`src/sv/alternating_bit_arq_sender_top_assert.svh`:
```
// Assertion macros for the alternating-bit ARQ sender.
// Used by alternating_bit_arq_sender_top; no other dependencies.
`ifndef ALTERNATING_BIT_ARQ_SENDER_TOP_ASSERT_SVH
`define ALTERNATING_BIT_ARQ_SENDER_TOP_ASSERT_SVH
`ifndef SYNTHESIS
`define ABAS_ASSERT(name, clk, rst_n, prop, msg) \
  name: assert property (@(posedge clk) disable iff (!rst_n) prop) else $error(msg);
`define ABAS_ASSERT_NEVER(name, clk, rst_n, cond, msg) \
  name: assert property (@(posedge clk) disable iff (!rst_n) !(cond)) else $error(msg);
`else
`define ABAS_ASSERT(name, clk, rst_n, prop, msg)
`define ABAS_ASSERT_NEVER(name, clk, rst_n, cond, msg)
`endif
`endif

```
`src/sv/abas_pkg.sv`:
```
// Shared types, codes and checksum helper for the alternating-bit ARQ sender.
// No dependencies.
`default_nettype none
package abas_pkg;

  localparam int unsigned TimeoutW = 16;
  localparam logic [TimeoutW-1:0] TIMEOUT_RESET = 16'd1000;
  localparam logic [7:0] PAD_BYTE = 8'h30;

  localparam logic [1:0] KIND_WORD = 2'd0;
  localparam logic [1:0] KIND_ACK  = 2'd1;
  localparam logic [1:0] KIND_TICK = 2'd2;

  localparam logic [2:0] EV_NONE    = 3'd0;
  localparam logic [2:0] EV_SEND    = 3'd1;
  localparam logic [2:0] EV_RESEND  = 3'd2;
  localparam logic [2:0] EV_ACCEPT  = 3'd3;
  localparam logic [2:0] EV_DISCARD = 3'd4;
  localparam logic [2:0] EV_BUSY    = 3'd5;
  localparam logic [2:0] EV_STALE   = 3'd6;

  localparam logic REG_TIMEOUT = 1'b0;

  typedef struct packed {
    logic [1:0]  kind;
    logic [15:0] data_word;
    logic        is_last;
    logic        odd_last;
    logic        ack_seq;
    logic [39:0] ack_text;
    logic [2:0]  ack_text_len;
    logic [15:0] ack_checksum;
  } item_t;

  typedef struct packed {
    logic [2:0]  event_res;
    logic        seq_bit;
    logic [15:0] packet_checksum;
  } result_t;

  typedef struct packed {
    logic waiting;
    logic pending_seq;
  } status_t;

  // one's complement add with end-around carry
  function automatic logic [15:0] oc_add(input logic [15:0] a, input logic [15:0] b);
    logic [16:0] t;
    t = {1'b0, a} + {1'b0, b};
    return t[15:0] + {15'd0, t[16]};
  endfunction

endpackage
`default_nettype wire

```
`src/sv/abas_ack_check.sv`:
```
// Ack text checksum check: pads odd text with '0', sums words, compares.
// Depends on abas_pkg.
`default_nettype none
module abas_ack_check (
  input  wire logic [39:0] ack_text_i,
  input  wire logic [2:0]  ack_text_len_i,
  input  wire logic [15:0] ack_checksum_i,
  output logic             ack_ok_o
);

  logic [2:0]  len_sat;
  logic [2:0]  shift_bytes;
  logic [39:0] aligned;
  logic [7:0]  bytes [6];
  logic [15:0] sum;

  always_comb begin
    if (ack_text_len_i inside {[3'd6:3'd7]}) begin
      len_sat = 3'd5;
    end else begin
      len_sat = ack_text_len_i;
    end
    shift_bytes = 3'd5 - len_sat;
    aligned = ack_text_i << {shift_bytes, 3'b000};
    for (int i = 0; i < 5; i++) begin
      bytes[i] = aligned[39-8*i -: 8];
    end
    bytes[5] = 8'h00;
    for (int i = 0; i < 6; i++) begin
      if (len_sat[0] && (len_sat == 3'(i))) begin
        bytes[i] = abas_pkg::PAD_BYTE;
      end
    end
    sum = abas_pkg::oc_add(abas_pkg::oc_add({bytes[0], bytes[1]}, {bytes[2], bytes[3]}),
                           {bytes[4], bytes[5]});
    ack_ok_o = ((~sum) == ack_checksum_i);
  end

endmodule
`default_nettype wire

```
`src/sv/abas_core.sv`:
```
// Sender state and per-item decision: running sum, sequence bit, wait and timer.
// Depends on abas_pkg and abas_ack_check.
`default_nettype none
module abas_core #(
  parameter int unsigned TimeoutW = abas_pkg::TimeoutW
) (
  input  wire logic                  clk_i,
  input  wire logic                  rst_ni,
  input  wire logic                  step_i,
  input  wire abas_pkg::item_t       item_i,
  input  wire logic [TimeoutW-1:0]   timeout_i,
  output abas_pkg::result_t          result_o,
  output abas_pkg::status_t          status_o
);

  logic [15:0]         running_sum_q, running_sum_d;
  logic                next_seq_q, next_seq_d;
  logic                waiting_q, waiting_d;
  logic                pending_seq_q, pending_seq_d;
  logic [15:0]         held_checksum_q, held_checksum_d;
  logic [TimeoutW-1:0] timer_q, timer_d;
  logic                ack_ok;
  logic [15:0]         word;
  logic [15:0]         sum;

  abas_ack_check u_ack_check (
    .ack_text_i     (item_i.ack_text),
    .ack_text_len_i (item_i.ack_text_len),
    .ack_checksum_i (item_i.ack_checksum),
    .ack_ok_o       (ack_ok)
  );

  always_comb begin
    running_sum_d   = running_sum_q;
    next_seq_d      = next_seq_q;
    waiting_d       = waiting_q;
    pending_seq_d   = pending_seq_q;
    held_checksum_d = held_checksum_q;
    timer_d         = timer_q;
    result_o        = '0;
    result_o.event_res = abas_pkg::EV_NONE;
    word = item_i.data_word;
    if (item_i.is_last && item_i.odd_last) begin
      word = {item_i.data_word[15:8], abas_pkg::PAD_BYTE};
    end
    sum = abas_pkg::oc_add(running_sum_q, word);
    case (item_i.kind)
      abas_pkg::KIND_WORD: begin
        if (waiting_q) begin
          result_o.event_res = abas_pkg::EV_BUSY;
        end else if (item_i.is_last) begin
          result_o.event_res       = abas_pkg::EV_SEND;
          result_o.seq_bit         = next_seq_q;
          result_o.packet_checksum = ~sum;
          pending_seq_d   = next_seq_q;
          next_seq_d      = ~next_seq_q;
          held_checksum_d = ~sum;
          waiting_d       = 1'b1;
          timer_d         = timeout_i;
          running_sum_d   = '0;
        end else begin
          running_sum_d = sum;
        end
      end
      abas_pkg::KIND_ACK: begin
        result_o.seq_bit = item_i.ack_seq;
        if (!waiting_q) begin
          result_o.event_res = abas_pkg::EV_STALE;
        end else begin
          result_o.packet_checksum = held_checksum_q;
          if (ack_ok && (item_i.ack_seq == pending_seq_q)) begin
            result_o.event_res = abas_pkg::EV_ACCEPT;
            waiting_d = 1'b0;
            timer_d   = '0;
          end else begin
            result_o.event_res = abas_pkg::EV_DISCARD;
          end
        end
      end
      abas_pkg::KIND_TICK: begin
        if (waiting_q) begin
          if (timer_q <= TimeoutW'(1)) begin
            result_o.event_res       = abas_pkg::EV_RESEND;
            result_o.seq_bit         = pending_seq_q;
            result_o.packet_checksum = held_checksum_q;
            timer_d = timeout_i;
          end else begin
            timer_d = timer_q - TimeoutW'(1);
          end
        end
      end
      default: begin
        result_o.event_res = abas_pkg::EV_NONE;
      end
    endcase
  end

  always_ff @(posedge clk_i or negedge rst_ni) begin
    if (!rst_ni) begin
      running_sum_q   <= '0;
      next_seq_q      <= 1'b0;
      waiting_q       <= 1'b0;
      pending_seq_q   <= 1'b0;
      held_checksum_q <= '0;
      timer_q         <= '0;
    end else if (step_i) begin
      running_sum_q   <= running_sum_d;
      next_seq_q      <= next_seq_d;
      waiting_q       <= waiting_d;
      pending_seq_q   <= pending_seq_d;
      held_checksum_q <= held_checksum_d;
      timer_q         <= timer_d;
    end
  end

  assign status_o.waiting     = waiting_q;
  assign status_o.pending_seq = pending_seq_q;

endmodule
`default_nettype wire

```
`src/sv/alternating_bit_arq_sender_top.sv`:
```
// Alternating-bit ARQ sender: stream ports, input and result registers, APB register.
// Depends on abas_pkg, abas_core, alternating_bit_arq_sender_top_assert.svh.
//
// Stop-and-wait sender. Every accepted item yields exactly one result item:
// payload words build a one's complement sum, the last word emits a send with
// the sequence bit and checksum, acks with a good checksum and the pending
// sequence bit release the wait, and timer ticks count toward a resend; while
// waiting, words are refused as busy. The block accepts one item per cycle while
// the result output is not stalled. An accepted item is held in the input register
// until it is processed, and its result is then offered from the result register.
// A held result stalls on m_axis_tready without losing items. The timeout register
// is selected when paddr[2] is 0 and is loaded into the timer on each send or resend.
`default_nettype none
`include "alternating_bit_arq_sender_top_assert.svh"
module alternating_bit_arq_sender_top #(
  parameter int unsigned TimeoutW = abas_pkg::TimeoutW
) (
  input  wire logic        clk_i,
  input  wire logic        rst_ni,
  input  wire logic        s_axis_tvalid,
  output logic             s_axis_tready,
  // [15:0] data_word, [16] ack_seq, [56:17] ack_text, [59:57] ack_text_len,
  // [75:60] ack_checksum, [79:76] zero
  input  wire logic [79:0] s_axis_tdata,
  // [1:0] kind, [2] odd_last
  input  wire logic [2:0]  s_axis_tuser,
  input  wire logic        s_axis_tlast,
  output logic             m_axis_tvalid,
  input  wire logic        m_axis_tready,
  // [0] seq_bit, [16:1] packet_checksum, [23:17] zero
  output logic [23:0]      m_axis_tdata,
  // [2:0] event_res
  output logic [2:0]       m_axis_tuser,
  input  wire logic        psel,
  input  wire logic        penable,
  input  wire logic        pwrite,
  input  wire logic [2:0]  paddr,
  input  wire logic [31:0] pwdata,
  output logic [31:0]      prdata,
  output logic             pready
);

  logic                in_valid_q;
  abas_pkg::item_t     in_item_q;
  logic                out_valid_q;
  abas_pkg::result_t   out_res_q;
  abas_pkg::result_t   core_res;
  abas_pkg::status_t   status;
  logic [TimeoutW-1:0] timeout_q;
  logic                step;
  logic                in_load;

  assign step          = in_valid_q && (!out_valid_q || m_axis_tready);
  assign s_axis_tready = !in_valid_q || step;
  assign in_load       = s_axis_tvalid && s_axis_tready;

  always_ff @(posedge clk_i or negedge rst_ni) begin
    if (!rst_ni) begin
      in_valid_q <= 1'b0;
    end else if (s_axis_tready) begin
      in_valid_q <= s_axis_tvalid;
    end
  end

  always_ff @(posedge clk_i) begin
    if (in_load) begin
      in_item_q.kind         <= s_axis_tuser[1:0];
      in_item_q.odd_last     <= s_axis_tuser[2];
      in_item_q.is_last      <= s_axis_tlast;
      in_item_q.data_word    <= s_axis_tdata[15:0];
      in_item_q.ack_seq      <= s_axis_tdata[16];
      in_item_q.ack_text     <= s_axis_tdata[56:17];
      in_item_q.ack_text_len <= s_axis_tdata[59:57];
      in_item_q.ack_checksum <= s_axis_tdata[75:60];
    end
  end

  abas_core #(
    .TimeoutW (TimeoutW)
  ) u_core (
    .clk_i     (clk_i),
    .rst_ni    (rst_ni),
    .step_i    (step),
    .item_i    (in_item_q),
    .timeout_i (timeout_q),
    .result_o  (core_res),
    .status_o  (status)
  );

  always_ff @(posedge clk_i or negedge rst_ni) begin
    if (!rst_ni) begin
      out_valid_q <= 1'b0;
    end else if (!out_valid_q || m_axis_tready) begin
      out_valid_q <= step;
    end
  end

  always_ff @(posedge clk_i) begin
    if (step) begin
      out_res_q <= core_res;
    end
  end

  assign m_axis_tvalid = out_valid_q;
  assign m_axis_tuser  = out_res_q.event_res;
  assign m_axis_tdata  = {7'd0, out_res_q.packet_checksum, out_res_q.seq_bit};

  always_ff @(posedge clk_i or negedge rst_ni) begin
    if (!rst_ni) begin
      timeout_q <= TimeoutW'(abas_pkg::TIMEOUT_RESET);
    end else if (psel && penable && pwrite && (paddr[2] == abas_pkg::REG_TIMEOUT)) begin
      timeout_q <= pwdata[TimeoutW-1:0];
    end
  end

  assign pready = 1'b1;
  assign prdata = (paddr[2] == abas_pkg::REG_TIMEOUT) ? 32'(timeout_q) : 32'd0;

  `ABAS_ASSERT(a_send_sets_wait, clk_i, rst_ni,
    step && (core_res.event_res == abas_pkg::EV_SEND) |=> status.waiting,
    "send did not enter the wait")
  `ABAS_ASSERT(a_accept_clears_wait, clk_i, rst_ni,
    step && (core_res.event_res == abas_pkg::EV_ACCEPT) |=> !status.waiting,
    "accepted ack did not release the wait")
  `ABAS_ASSERT_NEVER(a_busy_only_waiting, clk_i, rst_ni,
    step && (core_res.event_res == abas_pkg::EV_BUSY) && !status.waiting,
    "payload refused while not waiting")
  `ABAS_ASSERT(a_result_follows_step, clk_i, rst_ni,
    step |=> out_valid_q,
    "processed item produced no result")

endmodule
`default_nettype wire
```
`config.mk`:
```
export PLATFORM = sky130hd
export DESIGN_NAME = alternating_bit_arq_sender_top
export DESIGN_NICKNAME = d
export VERILOG_FILES = /design/src/sv/abas_pkg.sv /design/src/sv/abas_ack_check.sv /design/src/sv/abas_core.sv /design/src/sv/alternating_bit_arq_sender_top.sv
export VERILOG_INCLUDE_DIRS = /design/src /design/src/sv
export SDC_FILE = /design/constraint.sdc
export NUM_CORES = 1
export LEC_CHECK = 0
export BUFFER_PORTS_ARGS = -buffer_cell sky130_fd_sc_hd__buf_2
export CAP_MARGIN = 20
export CELL_PAD_IN_SITES_DETAIL_PLACEMENT = 0
export CELL_PAD_IN_SITES_GLOBAL_PLACEMENT = 1
export CORE_ASPECT_RATIO = 1.1
export CORE_UTILIZATION = 46
export CTS_BUF_LIST = sky130_fd_sc_hd__clkbuf_4 sky130_fd_sc_hd__clkbuf_8
export DETAILED_ROUTE_END_ITERATION = 8
export PLACE_DENSITY = 0.94
export SLEW_MARGIN = 20
export SYNTH_ARGS = -nofsm -noshare
export SYNTH_HDL_FRONTEND = slang
export SYNTH_HIERARCHICAL = 1
export SYNTH_SLANG_ARGS = --single-unit
```
`constraint.sdc`:
```
create_clock -name clk_i -period 13.6 [get_ports clk_i]
set_input_delay 0.68 -clock clk_i [delete_from_list [all_inputs] [get_ports clk_i]]
set_output_delay 0.68 -clock clk_i [all_outputs]
set_load 0.01 [all_outputs]
```
# Yosys cells after proc, flatten, opt, wreduce, memory -nomap -nowiden
# Index checks and enable logic that the tools add are counted.
dict set report classes {
  shift 1
  mux 32
  eq_ne 14
  n_addsub 8
  reduce_logical 26
  n_bitwise 5
  order_cmp 3
}
# op count
set ops {}
lappend ops {{$mux W16} 9}
lappend ops {{$add A16 B16 Y17} 3}
lappend ops {{$pmux W17 S3} 1}
lappend ops {{$add A16 B1 Y16} 3}
lappend ops {{$mux W8} 6}
lappend ops {{$pmux W16 S3} 1}
lappend ops {{$shl A40 B6 Y40} 1}
lappend ops {{$not A16 Y16} 2}
lappend ops {{$mux W20} 1}
lappend ops {{$mux W19} 1}
lappend ops {{$mux W18} 1}
lappend ops {{$mux W17} 1}
lappend ops {{$eq A16 B16 Y1} 1}
lappend ops {{$le A16 B1 Y1 const B} 1}
lappend ops {{$sub A16 B1 Y16 const B} 1}
lappend ops {{$logic_and A1 B1 Y1} 14}
lappend ops {{$mux W3} 4}
lappend ops {{$pmux W3 S3} 1}
lappend ops {{$reduce_and A7 Y1} 1}
lappend ops {{$eq A3 B2 Y1 const B} 2}
lappend ops {{$eq A3 B3 Y1 const B} 2}
lappend ops {{$mux W6} 1}
lappend ops {{$ne A2 B1 Y1 const B} 3}
lappend ops {{$mux W1} 4}
lappend ops {{other kinds (19)} 24}
dict set report totals {
  in_bits 126
  elab_cells 109
  out_inout_bits 62
  reg_bits 169
}

# Logic depth before layout (Yosys ltp)
# Gate-level depths: netlist of the first run.
dict set report depth {
  word_depth 16
  depth_mapped 54
  mapped_depth_nobuf 50
}

# Modules after synthesis
# Netlist of the first run, hierarchy kept.
# mod seq_area_each_um2 cells_each n_inst area_each_um2
set modules_own_cells {}
lappend modules_own_cells {abas_core 1276.2 513 1 4186.5}
lappend modules_own_cells {alternating_bit_arq_sender_top 3460.8 185 1 4051.4}
lappend modules_own_cells {abas_ack_check 0.0 471 1 3193.1}

# Worst setup path after synthesis of the first run
# Ideal clock, no wire load.
dict set report synth_path {
  path_kind {reg2reg}
  start {register in_item_q[18] (netlist name)}
  end {register u_core.timer_q[4]}
  setup_time_ns 0.083
  path_slack_ns 3.414
  t_arrival_ns 10.103
  t_required_ns 13.517
  period_less_slack_ns 10.186
  stages_incl_launch_ff 53
  path_buffers 3
  cell_sequence {edfxtp_1 clkbuf_1 a21oi_1 mux2i_1 o22ai_1 ha_1 inv_1 fa_1 nand2b_1 a21o_1 a21oi_1 o21ai_0 a21boi_0 o21ai_0 a21boi_0 o31a_1 o21a_1 o21a_1 [... 17 more ...] and2_1 and4_1 clkbuf_1 nand2_1 nor3_1 xnor3_1 a2111oi_2 o211ai_1 a211oi_2 and2_1 a31oi_1 a2111o_1 a21o_1 or2_2 clkbuf_1 a21oi_1 o21ai_0 o21ai_0}
}
dict set report synth_via {
  elab_chain_cells 15
  word_cells_on_any_way 33
  cone_classes {add/sub: 5; order compare: 2; eq/ne: 7; shift: 1; mux: 7; bitwise: 1; reduce/logical: 10}
}
# element line
set synth_lines {}
lappend synth_lines {{start, declared} alternating_bit_arq_sender_top.sv:44} ;# abas_pkg::item_t in_item_q;
lappend synth_lines {{$ge A3 B3 Y1 or $le A3 B3 Y1 (tied branches)} abas_ack_check.sv:18} ;# if (ack_text_len_i inside {[3'd6:3'd7]}) begin
lappend synth_lines {{$logic_and A1 B1 Y1} abas_ack_check.sv:18}
lappend synth_lines {{$mux W3 (*)} abas_ack_check.sv:18}
lappend synth_lines {{$sub A3 B3 Y3 (tied with other cells)} abas_ack_check.sv:23} ;# shift_bytes = 3'd5 - len_sat;
lappend synth_lines {{$shl A40 B6 Y40 or $logic_and A1 B1 Y1 (tied branches)} {abas_ack_check.sv:24, abas_ack_check.sv:30}}
lappend synth_lines {{$mux W8} abas_ack_check.sv:30} ;# if (len_sat[0] && (len_sat == 3'(i))) begin
lappend synth_lines {{$add A16 B16 Y17} abas_pkg.sv:49} ;# t = {1'b0, a} + {1'b0, b};
lappend synth_lines {{$add A16 B1 Y16} abas_pkg.sv:50} ;# return t[15:0] + {15'd0, t[16]};
lappend synth_lines {{$add A16 B16 Y17 (*)} abas_pkg.sv:49}
lappend synth_lines {{$add A16 B1 Y16 (*)} abas_pkg.sv:50}
lappend synth_lines {{$not A16 Y16 (*)} abas_ack_check.sv:36} ;# ack_ok_o = ((~sum) == ack_checksum_i);
lappend synth_lines {{$eq A16 B16 Y1 (*)} abas_ack_check.sv:36}
lappend synth_lines {{net u_core.ack_ok} abas_core.sv:22} ;# logic ack_ok;
lappend synth_lines {{$logic_and A1 B1 Y1 (*)} abas_core.sv:71} ;# if (ack_ok && (item_i.ack_seq == pending_seq_q)) begin
lappend synth_lines {{$ne A2 B1 Y1 (no line) (*)} n/a}
lappend synth_lines {{$reduce_and A7 Y1 (no line) (*)} n/a}
lappend synth_lines {{end signal, assigned} abas_core.sv:112} ;# timer_q <= timer_d;
lappend synth_lines {{end, declared} abas_core.sv:21} ;# logic [TimeoutW-1:0] timer_q, timer_d;
# The timed path passes the listed nets; every way through them passes the cells marked *.
# A chain may end at the register's enable or synchronous reset.

# Worst setup path after layout of the first run
# Same ends and word-level chain as after synthesis.

==> out/results.ini, run 1 <==
[timing]
drv_slew=0
final-hold-violation-count=0
max-slew-margin-rel=0.334
tightest_slew_ns=0.996
rsz0062_at_grt=no
finalSetupViolCount=0
whs_ns=0.388
fin_crit_ns=12.47
fmax_ghz=0.0802
fin_skew_ns=0.0170
final.period_utilization=0.917
tns_ns=0

[drt]
drtIter0Drc=728
drt_wl_total_mm=26.5
firstDrtPassIters=9
avgViaCountPerCell=5.55
drc=12
routedWlPerCell_um=16.4
ant_nets=0
vias=8952

[global_route]
grt_pass1_vias=8733
grt_max_degree=81
grt_usage=0.211
grt_pass1_wl_mm=43.2
grt-ovfl-total=0
antenna_found_initial=1

[die]
coreArea_sq_um=24400
start_util=0.468
ios=188
dieArea_sq_um=25500
rows=60
die_x_um=152
die_h_um=167

[cells_and_area]
nNetsFinal=1472
multiInputGateArea_sq_um=6250
fillers=2224
seqCellArea_sq_um=4740
area_delta_synth_final_pct=11.2
drive_gt1_frac=0.207

[critical_path]
worst_ep_arrival_time_ns=12.84
max_stage_delay_ns=0.60
cp.required_ns=13.97
critical_path_class=flop to flop
crit_path_end_kind=flop
crit_fanout=53
crit_slowest_cell=a2111o_1
critPathLaunchType=flop

[placement]
dp_hpwl_mm=19.3
gp_congestion=0.865
io_buffers=141

[clock_tree]
cts_buffer_depth=2
h-tree-depth=4
cts_resized=0
clock_sinks=169
post_cts_buffers=0
root_buffer=clkbuf_8
cts_hold_buffers=0
clk_transition_reported_paths_ns=0.10
clk_latency_ns=0.46
cts-buffers-inserted=17
tritoncts=done

[power]
totalPowerFinal_mw=1.68
irDropWorstVdd_uv=87.6
leakagePower_nw=5.44
p_per_area_nw_per_um2=133

[run]
drv_cap=0

[logic_synthesis]
synth_area_per_cell_sq_um=9.78
syn-instance-count=1167
yosys_warnings=6
netlist_area_sq_um=11400

[worst_hold_path]
hold_class=input port to flop

[outcome]
failed_checks=design-rule violations
status=finished, violations left

-- critical path, delay by kind of cell (launching register included) --
family          cells  cell delay [ns]
compound gates     25             5.33
simple gates       12             3.06
fa+ha+maj           7             1.77
buf+inv             3             0.95
xor+xnor            2             0.43
mux                 1             0.41
flops               1             0.40
-- path summary, 6_finish.rpt --
check	startpoint	to	slack, ns	cells after the start
min reg2reg	u_core/running_sum_q[15]	u_core/running_sum_q[15]	0.49	2
min in group asynchronous	rst_ni	timeout_q[0]	0.41	2
max reg2reg	in_item_q[18]	u_core/timer_q[4]	1.13	50
max	in_item_q[18]	u_core/timer_q[4]	1.13	50
min	s_axis_tdata[7]	in_item_q[69]	0.39	1
max in group asynchronous	rst_ni	u_core/held_checksum_q[1]	12.60	2
-- where the power goes --
part	internal (mW)	switching, mW
clock network	0.139	0.203
registers	0.616	0.0538
logic	0.286	0.386
-- cells in the final DEF, fill, tap and decap left out, drive strengths merged, types with 23 or more instances in the layout --
master and count:
buf 153, nand2 133, edfxtp 100, o21ai 99, nor2 94, dfrtp 63
a21oi 61, xnor2 58, ha 54, inv 43, mux2 34, nor3 25
conb 24, a22oi 23, nor2b 23
-- per-layer routing --
metal	up-vias	global-route usage	part of all wire
met2	219	0.384	0.52
met3	34	0.0349	0.039
met4	0	0.0661	0.021
met5	-	0	0
li1	4417	-	-
met1	4282	0.255	0.42
-- sequential cells by signal, indices dropped and copies added, names as in the netlist --
name	count
in_item_q	80
m_axis_tdata	17
timeout_q	16
u_core/held_checksum_q	16
u_core/running_sum_q	16
u_core/timer_q	16
m_axis_tuser	3
in_valid_q	1
m_axis_tvalid	1
u_core/next_seq_q	1
u_core/pending_seq_q	1
u_core/waiting_q	1
-- metrics by stage --
stage | setup slack [ns] | utilization | cells | instance area, sq um
global placement | 1.62 | 0.504 | 1578 | 12300
global route | 0.178 | 0.520 | 1612 | 12700
detailed placement | 1.35 | 0.504 | 1579 | 12300
floorplan | 3.41 | - | 1189 | 11500
CTS | 1.27 | 0.519 | 1611 | 12700
finish | 1.13 | 0.520 | 1613 | 12700
-- area by class of cell --
class	count	area share
well taps	310	0.0306
clock inverters	13	0.00838
flip-flops and latches	169	0.373
diodes	1	0.000197
repair buffers	153	0.0646
multi-input cells	914	0.493
inverters	34	0.0101
clock buffers	19	0.0201
Power figures use the tool's default switching activity.
==> run 2: changes to the inputs <==
Settings changed: CORE_UTILIZATION 46 to 49, PLACE_DENSITY 0.94 to 0.95.
Clock period 13.6 ns to 14.84 ns, I/O delays scaled along.
==> out/results.ini, run 2 (same netlist as run 1, synthesis figures left out) <==
[power]
leakagePower_nw=5.46  ; was 5.44 nW
totalPowerFinal_mw=1.61  ; was 1.68 mW
p_per_area_nw_per_um2=126  ; was 133 nW/um^2
irDropWorstVdd_uv=75.6  ; was 87.6 uV

[placement]
placed_cells=1567  ; was 1579
place_area_sq_um=12300  ; about the same
io_buffers=141  ; unchanged
preCtsSetupSlack_ns=2.51  ; was 1.35 ns
dp_hpwl_mm=19.0  ; was 19.3 mm
gp_congestion=0.902  ; was 0.865

[clock_tree]
clk_transition_reported_paths_ns=0.10  ; about the same
clk_latency_ns=0.46  ; about the same
clock_sinks=169  ; unchanged
tritoncts=done  ; unchanged
cts-buffers-inserted=17  ; unchanged
post_cts_buffers=0  ; unchanged
cts_hold_buffers=0  ; unchanged
root_buffer=clkbuf_8  ; unchanged
h-tree-depth=4  ; unchanged
cts_resized=0  ; unchanged
cts_buffer_depth=2  ; unchanged

[cells_and_area]
largest_reg_flops=80  ; unchanged
final_cell_mix=buf_2, nand2_1, edfxtp_1, nor2_1, o21ai_0  ; unchanged
layout_commonest_cell=buf_2  ; unchanged
finish.utilization=0.558  ; was 0.520
drive_gt1_frac=0.207  ; about the same
nNetsFinal=1470  ; was 1472
fillers=2052  ; was 2224
area_delta_synth_final_pct=11.8  ; was 11.2%
seqCellArea_sq_um=4740  ; unchanged
finalNonFillerCells=1603  ; was 1613
multiInputGateArea_sq_um=6260  ; was 6250 sq um
regMostFlops=in_item_q  ; unchanged
final_cell_area_sq_um=12800  ; was 12700 sq um

[die]
rows=58  ; was 60
coreArea_sq_um=22900  ; was 24400 sq um
ios=188  ; unchanged
start_util=0.499  ; was 0.468
dieArea_sq_um=23900  ; was 25500 sq um
die_x_um=148  ; was 152 um
die_h_um=162  ; was 167 um

[drt]
routedWlPerCell_um=16.5  ; was 16.4 um
drtIter0Drc=641  ; was 728
avgViaCountPerCell=5.63  ; was 5.55
drc=0  ; was 12
vias=9031  ; was 8952
drt_wl_total_mm=26.5  ; about the same
ant_nets=0  ; unchanged
firstDrtPassIters=5  ; was 9

[global_route]
grt_pass1_vias=8454  ; was 8733
grt_pass1_wl_mm=42.1  ; was 43.2 mm
grt_usage=0.223  ; was 0.211
grt_max_degree=81  ; unchanged
grt-ovfl-total=0  ; unchanged
antenna_found_initial=3  ; was 1

[critical_path]
worst_ep_arrival_time_ns=12.84  ; about the same
crit_slowest_cell=a2111o_1  ; unchanged
crit_path_end_kind=flop  ; unchanged
cp.required_ns=15.22  ; was 13.97 ns
r2r.worst_path.cells=50  ; unchanged
crit_fanout=54  ; was 53
critPathLaunchType=flop  ; unchanged
critical_path_class=flop to flop  ; unchanged
max_stage_delay_ns=0.60  ; about the same

[timing]
setup_ws_ns=2.39  ; was 1.13 ns
drv_slew=0  ; unchanged
max-slew-margin-rel=0.326  ; was 0.334
finalSetupViolCount=0  ; unchanged
fin_skew_ns=0.0122  ; was 0.0170 ns
final.period_utilization=0.839  ; was 0.917
tns_ns=0  ; unchanged
final-hold-violation-count=0  ; unchanged
tightest_slew_ns=1.01  ; was 0.996 ns
fmax_ghz=0.0803  ; was 0.0802 GHz
whs_ns=0.445  ; was 0.388 ns
fin_crit_ns=12.45  ; was 12.47 ns
rsz0062_at_grt=no  ; unchanged

[worst_hold_path]
hold_class=input port to flop  ; unchanged
min_path_cells=1  ; unchanged

[outcome]
status=complete, no violations  ; was finished, violations left

[run]
drv_cap=0  ; unchanged

## run 2: worst max-delay path: cells and delay by family, from the launching register on
family	cells	cell delay, ns
AND/OR/NAND/NOR	12	3.03
buffers and inverters	3	0.94
XOR/XNOR	2	0.42
adder cells (fa/ha/maj)	7	1.76
multiplexers	1	0.42
flip-flops	1	0.37
AO/OA/AOI/OAI	25	5.40
## run 2: where the power goes
| group | switching (mW) | total, mW | leakage [nW] | internal [mW] |
|---|---|---|---|---|
| sequential | 0.0478 | 0.612 | 1.85 | 0.564 |
| combinational | 0.357 | 0.619 | 3.38 | 0.262 |
| clock | 0.185 | 0.377 | 0.232 | 0.192 |
| total | 0.590 | 1.61 | 5.46 | 1.02 |
## run 2: final timing paths
| check | from | slack (ns) | to |
|---|---|---|---|
| max in group asynchronous | rst_ni | 13.77 | u_core/held_checksum_q[2] |
| hold reg to reg | u_core/held_checksum_q[3] | 0.49 | u_core/held_checksum_q[3] |
| setup / recovery | in_item_q[18] | 2.39 | u_core/timer_q[4] |
| setup reg to reg | in_item_q[18] | 2.39 | u_core/timer_q[4] |
| hold / removal | s_axis_tdata[21] | 0.44 | in_item_q[23] |
| min in group asynchronous | rst_ni | 0.47 | timeout_q[4] |
## run 2: area by class of cell
type	instances	area share
inverter	34	0.0100
clock inverter	14	0.0162
clock buffer	18	0.0194
sequential	169	0.371
tap	300	0.0294
timing repair buffer	151	0.0628
multi-input combinational	914	0.490
antenna	3	0.000588
## run 2: per-layer routing
layer / vias to the layer above / GRT usage / wire length (um)
li1: 4433 / - / -
met1: 4328 / 0.268 / 11000
met5: - / 0 / 0
met4: 0 / 0.0862 / 750
met3: 43 / 0.0393 / 978
met2: 227 / 0.395 / 13700
==> run 3: changes to the inputs <==
Settings changed: CORE_UTILIZATION 49 to 41, PLACE_DENSITY 0.95 to 0.89.
Clock period 14.84 ns to 10 ns, I/O delays scaled along.
==> out/results.ini, run 3 (same netlist as run 1, synthesis figures left out) <==
[cells_and_area]
largest_reg_flops=80  ; unchanged
fillers=2594  ; was 2052
seqCellArea_sq_um=4740  ; unchanged
area_delta_synth_final_pct=15.4  ; was 11.8%
final_cell_mix=buf_2, nand2_1, edfxtp_1, nor2_1, o21ai_0  ; unchanged
nNetsFinal=1507  ; was 1470
multiInputGateArea_sq_um=6400  ; was 6260 sq um
antenna_cells=0  ; was 3
regMostFlops=in_item_q  ; unchanged
layout_commonest_cell=buf_2  ; unchanged
final_cell_area_sq_um=13200  ; was 12800 sq um
drive_gt1_frac=0.247  ; was 0.207

[clock_tree]
root_buffer=clkbuf_8  ; unchanged
clk_transition_reported_paths_ns=0.11  ; was 0.10 ns
tritoncts=done  ; unchanged
clk_latency_ns=0.48  ; was 0.46 ns
cts_buffer_depth=2  ; unchanged
clock_sinks=169  ; unchanged
h-tree-depth=4  ; unchanged
cts-buffers-inserted=17  ; unchanged

[die]
die_h_um=177  ; was 162 um
start_util=0.420  ; was 0.499
coreArea_sq_um=27200  ; was 22900 sq um
dieArea_sq_um=28500  ; was 23900 sq um
die_x_um=161  ; was 148 um
ios=188  ; unchanged
rows=63  ; was 58

[power]
pwr-share-seq=0.385  ; was 0.381
p_int_mw=1.44  ; was 1.02 mW
swShare=0.390  ; was 0.367
totalPowerFinal_mw=2.37  ; was 1.61 mW
p_switching_mw=0.922  ; was 0.590 mW
p_per_area_nw_per_um2=179  ; was 126 nW/um^2
clkPwrFrac=0.207  ; was 0.235
comb_power_share=0.408  ; was 0.385
leakagePower_nw=5.62  ; was 5.46 nW
irDropWorstVdd_uv=124  ; was 75.6 uV

[global_route]
grt_pass1_wl_mm=43.9  ; was 42.1 mm
antenna_found_initial=1  ; was 3
grt_usage=0.195  ; was 0.223
grt_util_met2=0.338  ; was 0.395
grt_pass1_vias=8735  ; was 8454
grt-ovfl-total=0  ; unchanged
grtUsageMet3=0.0342  ; was 0.0393
gr-max-usage-layer=met2  ; unchanged
grt_util_met1=0.243  ; was 0.268
grt_max_degree=81  ; unchanged

[critical_path]
critical_path_class=flop to flop  ; unchanged
cp.required_ns=10.40  ; was 15.22 ns
critical_path_buf_inv_count=3  ; unchanged
worst_ep_arrival_time_ns=9.77  ; was 12.84 ns
max_stage_delay_ns=0.52  ; was 0.60 ns
critPathTopFamily=compound AO/OA/AOI/OAI gates  ; unchanged
crit_path_end_kind=flop  ; unchanged
crit_slowest_cell=edfxtp_1  ; was a2111o_1
critPathLaunchType=flop  ; unchanged
crit_fanout=7  ; was 54

[timing]
final-hold-violation-count=0  ; unchanged
max-slew-margin-rel=0.313  ; was 0.326
setup_ws_ns=0.629  ; was 2.39 ns
tightest_slew_ns=1.03  ; was 1.01 ns
fmax_ghz=0.107  ; was 0.0803 GHz
fin_crit_ns=9.37  ; was 12.45 ns
fin_skew_ns=0.0138  ; was 0.0122 ns
final.period_utilization=0.937  ; was 0.839
drv_slew=0  ; unchanged
finalSetupViolCount=0  ; unchanged
whs_ns=0.183  ; was 0.445 ns

[drt]
avgViaCountPerCell=5.38  ; was 5.63
drc=0  ; unchanged
ant_nets=0  ; unchanged
firstDrtPassIters=7  ; was 5
routedWlPerCell_um=16.4  ; was 16.5 um
drt_wl_total_mm=27.8  ; was 26.5 mm
vias=9109  ; was 9031
drtIter0Drc=627  ; was 641

[placement]
io_buffers=141  ; unchanged
place_area_sq_um=12600  ; was 12300 sq um
dp_hpwl_mm=20.4  ; was 19.0 mm
gp_congestion=0.884  ; was 0.902
preCtsSetupSlack_ns=-0.00744  ; was 2.51 ns

[worst_hold_path]
hold_class=input port to flop  ; unchanged

[run]
drv_cap=0  ; unchanged

[outcome]
status=complete, no violations  ; unchanged

## run 3: path summary, 6_finish.rpt
| kind | startpoint | to | slack [ns] | cells past startpoint |
|---|---|---|---|---|
| setup / recovery | in_item_q[18] | u_core/timer_q[4] | 0.63 | 50 |
| hold / removal | s_axis_tdata[17] | in_item_q[19] | 0.18 | 1 |
| setup reg to reg | in_item_q[18] | u_core/timer_q[4] | 0.63 | 50 |
| hold reg to reg | in_valid_q | m_axis_tvalid | 0.49 | 1 |
| max in group asynchronous | rst_ni | u_core/running_sum_q[4] | 9.18 | 2 |
| min in group asynchronous | rst_ni | timeout_q[0] | 0.23 | 2 |
## run 3: per-stage QoR
stage          utilization  std cells   TNS, ns
3_5_place_dp         0.462       1653  -0.00744
2_1_floorplan            -       1189         0
4_1_cts              0.477       1686         0
3_3_place_gp         0.462       1652         0
6_report             0.485       1694         0
5_1_grt              0.485       1694    -0.179
## run 3: area by class of cell
type | count | share of cell area
Sequential cell | 169 | 0.359
Timing Repair Buffer | 188 | 0.0824
Clock inverter | 15 | 0.0112
Multi-Input combinational cell | 914 | 0.486
Tap cell | 357 | 0.0339
Clock buffer | 17 | 0.0178
Inverter | 34 | 0.00968
## run 3: per-layer routing
| layer | vias to the layer above | share of wire |
|---|---|---|
| met3 | 40 | 0.032 |
| li1 | 4495 | - |
| met2 | 208 | 0.50 |
| met1 | 4364 | 0.44 |
| met5 | - | 0.00047 |
| met4 | 2 | 0.021 |
## run 3: power by group through the flow
stage / Sequential (mW) / Combinational [mW] / Clock, mW
finish: 0.911 / 0.964 / 0.491
global route: 0.923 / 1.07 / 0.529
CTS: 0.911 / 0.936 / 0.506
detailed placement: 0.924 / 0.930 / 0
global placement: 0.921 / 0.910 / 0
floorplan: 0.906 / 0.722 / 0
## run 3: repair_timing
item	4_1_cts	5_1_grt
setup buffers	1	7
endpoints found under the hold margin	0	0
hold buffers	0	0
pin swaps	0	23
endpoints found under the setup margin	7	19
resized for setup	2	33
